## src/sv/tdt_greedy_decode_controller_unit_macros.svh

```systemverilog
// Assertion macros used by the greedy decode controller RTL.
`ifndef TDT_GREEDY_DECODE_CONTROLLER_UNIT_MACROS_SVH
`define TDT_GREEDY_DECODE_CONTROLLER_UNIT_MACROS_SVH

// Same-cycle implication.
`define TDT_ASSERT_IMPLY(label, clk, rst_n, ante, cons, msg) \
    label: assert property (@(posedge clk) disable iff (!rst_n) (ante) |-> (cons)) \
        else $error(msg);

// Next-cycle implication.
`define TDT_ASSERT_NEXT(label, clk, rst_n, ante, cons, msg) \
    label: assert property (@(posedge clk) disable iff (!rst_n) (ante) |=> (cons)) \
        else $error(msg);

`endif

```

## src/sv/tdt_gdc_pkg.sv

```systemverilog
// Types, codes and constants of the greedy decode controller.
package tdt_gdc_pkg;

    localparam int FRAME_BITS    = 16;
    localparam int MAX_DURATIONS = 8;
    localparam int POS_W         = FRAME_BITS + 1;
    localparam int TOKEN_W       = 16;
    localparam int ABS_W         = 32;
    localparam int DUR_W         = 4;
    localparam int DIDX_W        = 3;
    localparam int LABEL_W       = 8;
    localparam int TCNT_W        = 24;
    localparam int SYM_W         = 8;
    localparam int DCNT_W        = 4;
    localparam int DTAB_W        = 32;
    localparam int STATUS_W      = 2;
    localparam int CFG_DATA_W    = 32;
    localparam int CFG_IDX_W     = 3;

    typedef enum logic [CFG_IDX_W-1:0] {
        CFG_BLANK_TOKEN = 3'd0,
        CFG_MAX_SYMBOLS = 3'd1,
        CFG_TOKEN_LIMIT = 3'd2,
        CFG_DUR_TABLE   = 3'd3,
        CFG_DUR_COUNT   = 3'd4
    } t_cfg_idx;

    typedef enum logic {
        ACT_START   = 1'b0,
        ACT_PREDICT = 1'b1
    } t_action;

    typedef enum logic [STATUS_W-1:0] {
        ST_OK           = 2'd0,
        ST_EMPTY_CHUNK  = 2'd1,
        ST_BAD_DURATION = 2'd2,
        ST_IDLE_PREDICT = 2'd3
    } t_status;

    typedef struct packed {
        logic [TOKEN_W-1:0] blank_token;
        logic [SYM_W-1:0]   max_symbols;
        logic [TCNT_W-1:0]  token_limit;
        logic [DTAB_W-1:0]  dur_table;
        logic [DCNT_W-1:0]  dur_count;
    } t_cfg;

    typedef struct packed {
        logic [POS_W-1:0]      frame_pos;
        logic [POS_W-1:0]      label_frame;
        logic                  last_label_valid;
        logic [LABEL_W-1:0]    labels_at_frame;
        logic [TCNT_W-1:0]     tokens_emitted;
        logic [TOKEN_W-1:0]    pending_token;
        logic                  predictor_valid;
        logic                  active;
        logic [FRAME_BITS-1:0] frames_in_chunk;
        logic [ABS_W-1:0]      frame_base;
        logic [TCNT_W-1:0]     chunk_token_limit;
    } t_state;

    typedef struct packed {
        t_action               action;
        logic                  clear_predictor;
        logic [FRAME_BITS-1:0] chunk_frames;
        logic [ABS_W-1:0]      chunk_offset;
        logic [TOKEN_W-1:0]    pred_token;
        logic [DIDX_W-1:0]     duration_index;
    } t_in_word;

    typedef struct packed {
        t_status               status;
        logic                  done_res;
        logic [FRAME_BITS-1:0] next_frame;
        logic [TOKEN_W-1:0]    feed_token;
        logic                  recompute_predictor;
        logic                  emitted;
        logic [TOKEN_W-1:0]    emitted_token;
        logic [ABS_W-1:0]      emitted_frame;
        logic [DUR_W-1:0]      emitted_duration;
    } t_res;

    localparam t_cfg CFG_RESET = '{
        blank_token: TOKEN_W'(1024),
        max_symbols: SYM_W'(10),
        token_limit: '0,
        dur_table:   DTAB_W'(274960),
        dur_count:   DCNT_W'(5)
    };

    localparam t_state STATE_RESET = '{
        frame_pos:         '0,
        label_frame:       '0,
        last_label_valid:  1'b0,
        labels_at_frame:   '0,
        tokens_emitted:    '0,
        pending_token:     TOKEN_W'(1024),
        predictor_valid:   1'b0,
        active:            1'b0,
        frames_in_chunk:   '0,
        frame_base:        '0,
        chunk_token_limit: '0
    };

endpackage

```

## src/sv/tdt_gdc_in_if.sv

```systemverilog
// Input channel of the decode controller: start and prediction words.
interface tdt_gdc_in_if;
    import tdt_gdc_pkg::*;

    logic                  valid;
    logic                  ready;
    logic                  action;
    logic                  clear_predictor;
    logic [FRAME_BITS-1:0] chunk_frames;
    logic [ABS_W-1:0]      chunk_offset;
    logic [TOKEN_W-1:0]    pred_token;
    logic [DIDX_W-1:0]     duration_index;

    modport source (
        output valid, action, clear_predictor, chunk_frames, chunk_offset,
               pred_token, duration_index,
        input  ready
    );

    modport sink (
        input  valid, action, clear_predictor, chunk_frames, chunk_offset,
               pred_token, duration_index,
        output ready
    );
endinterface

```

## src/sv/tdt_gdc_out_if.sv

```systemverilog
// Result channel of the decode controller.
interface tdt_gdc_out_if;
    import tdt_gdc_pkg::*;

    logic                  valid;
    logic                  ready;
    logic [STATUS_W-1:0]   status;
    logic                  done_res;
    logic [FRAME_BITS-1:0] next_frame;
    logic [TOKEN_W-1:0]    feed_token;
    logic                  recompute_predictor;
    logic                  emitted;
    logic [TOKEN_W-1:0]    emitted_token;
    logic [ABS_W-1:0]      emitted_frame;
    logic [DUR_W-1:0]      emitted_duration;

    modport source (
        output valid, status, done_res, next_frame, feed_token, recompute_predictor,
               emitted, emitted_token, emitted_frame, emitted_duration,
        input  ready
    );

    modport sink (
        input  valid, status, done_res, next_frame, feed_token, recompute_predictor,
               emitted, emitted_token, emitted_frame, emitted_duration,
        output ready
    );
endinterface

```

## src/sv/tdt_gdc_step.sv

```systemverilog
// Next-state and result logic for one decode word.
module tdt_gdc_step (
    input  tdt_gdc_pkg::t_cfg     i_cfg,
    input  tdt_gdc_pkg::t_state   i_state,
    input  tdt_gdc_pkg::t_in_word i_word,
    output tdt_gdc_pkg::t_state   o_state,
    output tdt_gdc_pkg::t_res     o_res
);
    import tdt_gdc_pkg::*;

    logic [SYM_W-1:0]   sym;
    logic [DCNT_W-1:0]  dcount;
    logic [DUR_W-1:0]   dur;
    logic               is_blank;
    logic               same_frame;
    logic [LABEL_W-1:0] labels_new;
    logic               force_step;
    logic [POS_W-1:0]   pos_next;
    t_state             ns;
    t_status            status;
    logic               emit;

    assign sym    = (i_cfg.max_symbols == '0) ? SYM_W'(1) : i_cfg.max_symbols;
    assign dcount = (i_cfg.dur_count > DCNT_W'(MAX_DURATIONS)) ?
                    DCNT_W'(MAX_DURATIONS) : i_cfg.dur_count;
    assign dur    = i_cfg.dur_table[{i_word.duration_index, 2'b00} +: DUR_W];

    assign is_blank   = (i_word.pred_token == i_cfg.blank_token);
    assign same_frame = i_state.last_label_valid &&
                        (i_state.frame_pos == i_state.label_frame);
    assign labels_new = !same_frame                  ? LABEL_W'(1) :
                        (&i_state.labels_at_frame)   ? i_state.labels_at_frame :
                        i_state.labels_at_frame + LABEL_W'(1);

    // zero duration moves on by one frame for a blank or a saturated frame
    assign force_step = (dur == '0) && (is_blank || (labels_new >= sym));
    assign pos_next   = i_state.frame_pos + POS_W'(dur) + POS_W'(force_step);

    always_comb begin
        ns     = i_state;
        status = ST_OK;
        emit   = 1'b0;
        unique case (i_word.action)
            ACT_START: begin
                if (i_word.clear_predictor) begin
                    ns.pending_token   = i_cfg.blank_token;
                    ns.predictor_valid = 1'b0;
                end
                ns.frame_pos         = '0;
                ns.label_frame       = '0;
                ns.last_label_valid  = 1'b0;
                ns.labels_at_frame   = '0;
                ns.tokens_emitted    = '0;
                ns.frames_in_chunk   = i_word.chunk_frames;
                ns.frame_base        = i_word.chunk_offset;
                ns.chunk_token_limit = (i_cfg.token_limit != '0) ? i_cfg.token_limit :
                                       TCNT_W'(i_word.chunk_frames) * TCNT_W'(sym);
                ns.active            = (i_word.chunk_frames != '0);
                if (i_word.chunk_frames == '0) begin
                    status = ST_EMPTY_CHUNK;
                end
            end
            ACT_PREDICT: begin
                priority if (!i_state.active) begin
                    status = ST_IDLE_PREDICT;
                end else if ({1'b0, i_word.duration_index} >= dcount) begin
                    ns.predictor_valid = 1'b1;
                    ns.pending_token   = i_word.pred_token;
                    ns.active          = 1'b0;
                    status             = ST_BAD_DURATION;
                end else begin
                    ns.predictor_valid = 1'b1;
                    ns.pending_token   = i_word.pred_token;
                    if (!is_blank) begin
                        emit                = 1'b1;
                        ns.label_frame      = i_state.frame_pos;
                        ns.last_label_valid = 1'b1;
                        ns.labels_at_frame  = labels_new;
                        ns.tokens_emitted   = i_state.tokens_emitted + TCNT_W'(1);
                    end
                    ns.frame_pos = pos_next;
                    ns.active    = !((pos_next >= POS_W'(i_state.frames_in_chunk)) ||
                                     (ns.tokens_emitted >= i_state.chunk_token_limit));
                end
            end
        endcase
    end

    assign o_state = ns;

    always_comb begin
        o_res.status              = status;
        o_res.done_res            = !ns.active;
        o_res.next_frame          = ns.active ? ns.frame_pos[FRAME_BITS-1:0] : '0;
        o_res.feed_token          = ns.pending_token;
        o_res.recompute_predictor = !ns.predictor_valid ||
                                    (ns.pending_token != i_cfg.blank_token);
        o_res.emitted             = emit;
        o_res.emitted_token       = emit ? i_word.pred_token : '0;
        o_res.emitted_frame       = emit ? i_state.frame_base + ABS_W'(i_state.frame_pos)
                                         : '0;
        o_res.emitted_duration    = emit ? dur : '0;
    end

endmodule

```

## src/sv/tdt_greedy_decode_controller_unit.sv

```systemverilog
// Top level of the greedy token-and-duration decode controller.
//
//  channel   dir  handshake            word
//  i_in      in   valid/ready          start (frames, offset) or prediction (token, dur idx)
//  o_out     out  valid/ready          status, next frame, feed token, emission
//  i_cfg_*   in   write enable only    register index and data, no read-back
//
// One word per cycle sustained while o_out.ready stays high; o_out presents registered results.
// The words pass an input register, one step of decode logic and a result register.
// i_in.ready stays high while the result register is empty or being drained.
// Synchronous active-low reset clears the chunk state and restores register defaults.
`include "tdt_greedy_decode_controller_unit_macros.svh"

module tdt_greedy_decode_controller_unit (
    input  logic                                       i_clk,
    input  logic                                       i_rst_n,
    tdt_gdc_in_if.sink                                 i_in,
    tdt_gdc_out_if.source                              o_out,
    input  logic                                       i_cfg_we,
    input  logic [tdt_gdc_pkg::CFG_IDX_W-1:0]          i_cfg_idx,
    input  logic [tdt_gdc_pkg::CFG_DATA_W-1:0]         i_cfg_data
);
    import tdt_gdc_pkg::*;

    t_cfg     r_cfg;
    t_state   r_state;
    t_state   n_state;
    logic     r_in_vld;
    t_in_word r_in;
    logic     r_out_vld;
    t_res     r_out;
    t_res     n_out;
    logic     in_take;
    logic     advance;

    assign advance  = r_in_vld && (!r_out_vld || o_out.ready);
    assign i_in.ready = !r_in_vld || advance;
    assign in_take  = i_in.valid && i_in.ready;

    always_ff @(posedge i_clk) begin
        if (!i_rst_n) begin
            r_cfg <= CFG_RESET;
        end else if (i_cfg_we) begin
            unique case (t_cfg_idx'(i_cfg_idx))
                CFG_BLANK_TOKEN: r_cfg.blank_token <= i_cfg_data[TOKEN_W-1:0];
                CFG_MAX_SYMBOLS: r_cfg.max_symbols <= i_cfg_data[SYM_W-1:0];
                CFG_TOKEN_LIMIT: r_cfg.token_limit <= i_cfg_data[TCNT_W-1:0];
                CFG_DUR_TABLE:   r_cfg.dur_table   <= i_cfg_data[DTAB_W-1:0];
                CFG_DUR_COUNT:   r_cfg.dur_count   <= i_cfg_data[DCNT_W-1:0];
                default: ;
            endcase
        end
    end

    always_ff @(posedge i_clk) begin
        if (in_take) begin
            r_in.action          <= t_action'(i_in.action);
            r_in.clear_predictor <= i_in.clear_predictor;
            r_in.chunk_frames    <= i_in.chunk_frames;
            r_in.chunk_offset    <= i_in.chunk_offset;
            r_in.pred_token      <= i_in.pred_token;
            r_in.duration_index  <= i_in.duration_index;
        end
        if (advance) begin
            r_out <= n_out;
        end
    end

    always_ff @(posedge i_clk) begin
        if (!i_rst_n) begin
            r_in_vld  <= 1'b0;
            r_out_vld <= 1'b0;
            r_state   <= STATE_RESET;
        end else begin
            if (in_take) begin
                r_in_vld <= 1'b1;
            end else if (advance) begin
                r_in_vld <= 1'b0;
            end
            if (advance) begin
                r_out_vld <= 1'b1;
                r_state   <= n_state;
            end else if (o_out.ready) begin
                r_out_vld <= 1'b0;
            end
        end
    end

    tdt_gdc_step u_step (
        .i_cfg   (r_cfg),
        .i_state (r_state),
        .i_word  (r_in),
        .o_state (n_state),
        .o_res   (n_out)
    );

    assign o_out.valid               = r_out_vld;
    assign o_out.status              = r_out.status;
    assign o_out.done_res            = r_out.done_res;
    assign o_out.next_frame          = r_out.next_frame;
    assign o_out.feed_token          = r_out.feed_token;
    assign o_out.recompute_predictor = r_out.recompute_predictor;
    assign o_out.emitted             = r_out.emitted;
    assign o_out.emitted_token       = r_out.emitted_token;
    assign o_out.emitted_frame       = r_out.emitted_frame;
    assign o_out.emitted_duration    = r_out.emitted_duration;

    `TDT_ASSERT_NEXT(a_in_word_kept, i_clk, i_rst_n, r_in_vld && !advance, r_in_vld,
        "pending input word dropped")
    `TDT_ASSERT_IMPLY(a_err_closes, i_clk, i_rst_n, r_out_vld && (r_out.status != ST_OK),
        r_out.done_res, "error status without done")
    `TDT_ASSERT_IMPLY(a_emit_ok, i_clk, i_rst_n, r_out_vld && r_out.emitted,
        r_out.status == ST_OK, "emission with error status")
    `TDT_ASSERT_IMPLY(a_done_frame, i_clk, i_rst_n, r_out_vld && r_out.done_res,
        r_out.next_frame == '0, "next frame set while done")

endmodule
```

## src/flat_wrapper.sv

```systemverilog
// flat-port wrapper written by rule: the top's interface ports become plain ports
module tdt_greedy_decode_controller_unit_flat import tdt_gdc_pkg::*;
  (i_clk, i_rst_n, i_cfg_we, i_cfg_idx, i_cfg_data, i_in_valid, i_in_action, i_in_clear_predictor, i_in_chunk_frames, i_in_chunk_offset, i_in_pred_token, i_in_duration_index, i_in_ready, o_out_valid, o_out_status, o_out_done_res, o_out_next_frame, o_out_feed_token, o_out_recompute_predictor, o_out_emitted, o_out_emitted_token, o_out_emitted_frame, o_out_emitted_duration, o_out_ready);
  tdt_gdc_in_if i_in_i ();
  tdt_gdc_out_if o_out_i ();
  input  logic i_clk;
  input  logic i_rst_n;
  input  logic i_cfg_we;
  input  logic [tdt_gdc_pkg::CFG_IDX_W-1:0] i_cfg_idx;
  input  logic [tdt_gdc_pkg::CFG_DATA_W-1:0] i_cfg_data;
  input wire logic [$bits(i_in_i.valid)-1:0] i_in_valid;
  input wire logic [$bits(i_in_i.action)-1:0] i_in_action;
  input wire logic [$bits(i_in_i.clear_predictor)-1:0] i_in_clear_predictor;
  input wire logic [$bits(i_in_i.chunk_frames)-1:0] i_in_chunk_frames;
  input wire logic [$bits(i_in_i.chunk_offset)-1:0] i_in_chunk_offset;
  input wire logic [$bits(i_in_i.pred_token)-1:0] i_in_pred_token;
  input wire logic [$bits(i_in_i.duration_index)-1:0] i_in_duration_index;
  output wire logic [$bits(i_in_i.ready)-1:0] i_in_ready;
  output wire logic [$bits(o_out_i.valid)-1:0] o_out_valid;
  output wire logic [$bits(o_out_i.status)-1:0] o_out_status;
  output wire logic [$bits(o_out_i.done_res)-1:0] o_out_done_res;
  output wire logic [$bits(o_out_i.next_frame)-1:0] o_out_next_frame;
  output wire logic [$bits(o_out_i.feed_token)-1:0] o_out_feed_token;
  output wire logic [$bits(o_out_i.recompute_predictor)-1:0] o_out_recompute_predictor;
  output wire logic [$bits(o_out_i.emitted)-1:0] o_out_emitted;
  output wire logic [$bits(o_out_i.emitted_token)-1:0] o_out_emitted_token;
  output wire logic [$bits(o_out_i.emitted_frame)-1:0] o_out_emitted_frame;
  output wire logic [$bits(o_out_i.emitted_duration)-1:0] o_out_emitted_duration;
  input wire logic [$bits(o_out_i.ready)-1:0] o_out_ready;
  assign i_in_i.valid = i_in_valid;
  assign i_in_i.action = i_in_action;
  assign i_in_i.clear_predictor = i_in_clear_predictor;
  assign i_in_i.chunk_frames = i_in_chunk_frames;
  assign i_in_i.chunk_offset = i_in_chunk_offset;
  assign i_in_i.pred_token = i_in_pred_token;
  assign i_in_i.duration_index = i_in_duration_index;
  assign i_in_ready = i_in_i.ready;
  assign o_out_valid = o_out_i.valid;
  assign o_out_status = o_out_i.status;
  assign o_out_done_res = o_out_i.done_res;
  assign o_out_next_frame = o_out_i.next_frame;
  assign o_out_feed_token = o_out_i.feed_token;
  assign o_out_recompute_predictor = o_out_i.recompute_predictor;
  assign o_out_emitted = o_out_i.emitted;
  assign o_out_emitted_token = o_out_i.emitted_token;
  assign o_out_emitted_frame = o_out_i.emitted_frame;
  assign o_out_emitted_duration = o_out_i.emitted_duration;
  assign o_out_i.ready = o_out_ready;
  tdt_greedy_decode_controller_unit u_core (.i_clk(i_clk), .i_rst_n(i_rst_n), .i_in(i_in_i), .o_out(o_out_i), .i_cfg_we(i_cfg_we), .i_cfg_idx(i_cfg_idx), .i_cfg_data(i_cfg_data));
endmodule
```

## config.mk

```make
export PLATFORM = sky130hd
export DESIGN_NAME = tdt_greedy_decode_controller_unit_flat
export DESIGN_NICKNAME = d
export VERILOG_FILES = /design/src/sv/tdt_gdc_pkg.sv /design/src/sv/tdt_gdc_in_if.sv /design/src/sv/tdt_gdc_out_if.sv /design/src/sv/tdt_gdc_step.sv /design/src/sv/tdt_greedy_decode_controller_unit.sv /design/src/flat_wrapper.sv
export VERILOG_INCLUDE_DIRS = /design/src /design/src/sv
export SDC_FILE = /design/constraint.sdc
export NUM_CORES = 1
export LEC_CHECK = 0
export ABC_CLOCK_PERIOD_IN_PS = 8300
export BUFFER_PORTS_ARGS = -buffer_cell sky130_fd_sc_hd__buf_4
export CORE_MARGIN = 2
export CORE_UTILIZATION = 55
export DETAILED_ROUTE_END_ITERATION = 16
export GPL_ROUTABILITY_DRIVEN = 0
export GPL_TIMING_DRIVEN = 0
export PLACE_DENSITY = 0.74
export SETUP_SLACK_MARGIN = 0.5
export SLEW_MARGIN = 20
export SYNTH_ARGS = -nofsm -noshare
export SYNTH_HDL_FRONTEND = slang
export SYNTH_SLANG_ARGS = --single-unit
```

## constraint.sdc

```tcl
create_clock -name i_clk -period 8.3 [get_ports i_clk]
set_clock_uncertainty 0.15 [all_clocks]
set_input_delay 1.66 -clock i_clk [delete_from_list [all_inputs] [get_ports i_clk]]
set_output_delay 1.66 -clock i_clk [all_outputs]
set_load 0.005 [all_outputs]
```

==> flow_summary.ini <==
[status]
status = complete, no violations

[sta]
hold_viol = 0
setup_ws_ns = 0.944
timing.fmax_ghz = 0.136
rsz0062_at_grt = false
period_minus_slack_ns = 7.36
maxSlewHeadroom_pct = 36.8
tns_ns = 0
setup_viol = 0
fin_crit_sh_pct = 88.6
maxSlewViolCount = 0
worstMarginPinSlew_ns = 0.948

[grt]
grt_pass1_wl_um = 107000
antenna_found_initial = 0
overflow = 0
gr-usage-all-layers_pct = 31.1
grt_pass1_vias = 20100
grt_max_degree = 58

[drt]
wl_um = 68800
ant_nets = 0
drc = 0
post_drt_wl_per_cell_um = 20.4
avgViaCountPerCell = 6.04
first_iter_violations = 2134
drt_pass1_iterations = 6
vias = 20400

[clocking]
cts_inserted_buffers = 43
clk_latency_ns = 0.58
clockBufferDepth = 3
cts_root_buffer = clkbuf_16
htreeDepth = 2
cts_num_sinks = 401
cts_tree = built
ctsHoldBuffers = 0
cts.clk_slew.worst_paths_ns = 0.06

[placed_design]
dp_hpwl_um = 51900
placed_cell_area_sq_um = 25600
pre_cts_slack_ns = 0.527
io_buffers = 198

[power_and_ir_drop]
seqPwrFrac_pct = 44.6
p_sw_uw = 1300
p_comb_share_pct = 15.0
p_sw_share_pct = 26.8
p_int_uw = 3550
ir_worst_vdd_v = 0.000151
power_leakage_uw = 0.0108
power_frac_clock_pct = 40.3
p_per_area_nw_per_um2 = 179

[critical_path]
cp.required_ns = 8.45
path_cells = clkbuf_1 > nor4_1 > a41o_1 > clkbuf_1 > ha_1 > nand2b_1 > a21o_1 > a21oi_1 > o21ai_0 > o31a_1 > o31a_1 > fa_1 > a211oi_1 > o21bai_1 > nand4_1 > nor2_1 > xor2_1 > ha_1 > or2_2 > a221o_1 > a31oi_1 > and4b_1 > nand3_1 > a2111oi_0
crit_path_end_kind = register
crit_buf_inv = 2
cpMaxStageDelayCell = a2111oi_0
cp.arrival_ns = 7.51
cp_max_fo = 10
path_class = reg -> reg
worst_setup_path_start_kind = register
max_stage_delay_ns = 0.58
crit_family = compound AO/OA/AOI/OAI gates

[floorplanning]
num_rows = 75
die_y_um = 210
die_area_sq_um = 44200
core_sq_um = 41900
io_pins = 200
start_util_pct = 55.7
die-width_um = 210

[synth]
synth_edf_count = 158
ys.flop_type = dfxtp_1
synth_top_cell_area_share_pct = 20.8
syn_inst = 2552
synth-seq-cells = 401
yosys.cell_count.top_type = nand2_1
synthTopCellsByCount = nand2_1, dfxtp_1, a21oi_1
postSynthAreaPerCell_sq_um = 9.16
syn_nets = 2865
synth-seq-area-share_pct = 41.1
synthDistinctLibCells = 87
ys.warnings.count = 0
synthTopCellsByArea = dfxtp_1, edfxtp_1, fa_1
synth_area_sq_um = 23400
synth-async-reset-ratio_pct = 0
synth_area_leader_cell = dfxtp_1

[final_layout]
fin_area_sq_um = 27100
nets = 3110
drive_above_1_share_pct = 11.6
nFillCells = 3444
areaGrowthSynthToFinish_pct = 15.8

[flow_run]
max-cap-violations = 0

[min_path]
min_path_type = reg -> reg
[worst reg2reg max path: cells and delay by family, from the launching register on]
family	cells	cell delay (ns)
AND/OR/NAND/NOR	7	1.66
adder cells (fa/ha/maj)	3	0.99
XOR/XNOR	1	0.18
flip-flops	1	0.30
AO/OA/AOI/OAI	11	2.92
buffers and inverters	2	0.90
[routing by layer]
metal	GRT usage, %	vias up	share of wire (%)
met4	14.8	0	4.4
met1	39.3	9797	39
met3	5.35	179	8.4
li1	-	9398	-
met5	0	-	0
met2	52.0	980	48
[area by class of cell]
type	count	area, sq um	area share, %
flip-flops and latches	401	9610	35.5
repair buffers	200	1540	5.70
inverters	160	603	2.23
clock buffers	62	1330	4.91
clock inverters	16	116	0.430
well taps	539	674	2.49
diodes	1	2.50	0.00925
plain buffers	156	662	2.45
multi-input cells	1835	12500	46.3
[cells in the final DEF (no fill, tap or decap), types with 10 or more instances in the layout]
cell / instances
o21ai_1: 11
clkbuf_16: 48
buf_4: 201
nand2b_1: 15
dfxtp_1: 243
a21o_1: 25
nand3b_1: 11
o21a_1: 12
nor2b_1: 11
and2_1: 74
xor2_1: 46
inv_1: 156
o21ai_0: 65
o211ai_1: 13
nand3_1: 45
or3_1: 18
a211oi_1: 10
clkbuf_1: 130
xnor2_1: 64
and4_1: 11
a31oi_1: 28
nand4_1: 31
edfxtp_1: 158
nand2_1: 426
o22ai_1: 10
nor3_1: 51
a22oi_1: 29
mux2i_1: 30
ha_1: 117
a21oi_1: 231
fa_1: 87
or4_1: 15
nor4_1: 18
buf_2: 11
and3_1: 47
nor2_1: 146
[metrics by stage]
stage | power [uW] | util (%) | hold WS [ns] | std cells
final | 4850 | 64.5 | 0.304 | 3370
after global routing | 5030 | 64.5 | 0.320 | 3369
after CTS | 4860 | 64.5 | 0.305 | 3369
after detailed placement | 2920 | 61.0 | 0.297 | 3291
after global placement | 2900 | 60.9 | 0.288 | 3289
after floorplan | 2650 | - | 0.283 | 2552
[kinds of logic (layout without fill, tap and decap cells)]
logic type | count (synthesis) | count (layout) | share of synthesized area [%]
and+or+nand+nor | 949 | 949 | 19.3
AOI/OAI and AO/OA | 529 | 529 | 14.1
DFF | 401 | 401 | 41.1
buffers and inverters | 316 | 594 | 5.39
adders and majority gates | 204 | 204 | 13.7
xor gates and xnor gates | 110 | 110 | 4.12
muxes | 43 | 43 | 2.29
other | 0 | 1 | 0
[worst paths after layout]
check / depth (start not counted) / end / slack [ns] / start
worst min-delay path: 2 / u_core.r_cfg[34] / 0.30 / u_core.r_cfg[34]
worst max-delay path: 24 / u_core.o_out.next_frame[1] / 0.94 / u_core.r_cfg[65]
worst min register to register: 2 / u_core.r_cfg[34] / 0.30 / u_core.r_cfg[34]
worst max register to register: 24 / u_core.o_out.next_frame[1] / 0.94 / u_core.r_cfg[65]
[state kept, by name, summed over array words and instances (netlist names)]
signal	flops
u_core.r_state	157
u_core.r_cfg	84
u_core.r_in	69
u_core.o_out.emitted_frame	32
u_core.o_out.emitted_token	16
u_core.o_out.feed_token	16
u_core.o_out.next_frame	16
u_core.o_out.emitted_duration	4
u_core.o_out.status	2
u_core.o_out.done_res	1
u_core.o_out.emitted	1
u_core.o_out.recompute_predictor	1
u_core.o_out.valid	1
u_core.r_in_vld	1
[power groups by stage]
stage               Sequential, uW  Clock [uW]  Combinational, uW
CTS                           2170        1980                719
global placement              2210           0                692
floorplan                     2190           0                460
finish                        2170        1960                730
global route                  2170        2050                802
detailed placement            2210           0                713
[what timing repair did]
item,CTS,global route
gates resized for setup,1,3
endpoints found under the setup margin,1,11
buffers inserted,0,0
cloned,0,0
No activity file was read; power rests on OpenSTA's default activity.
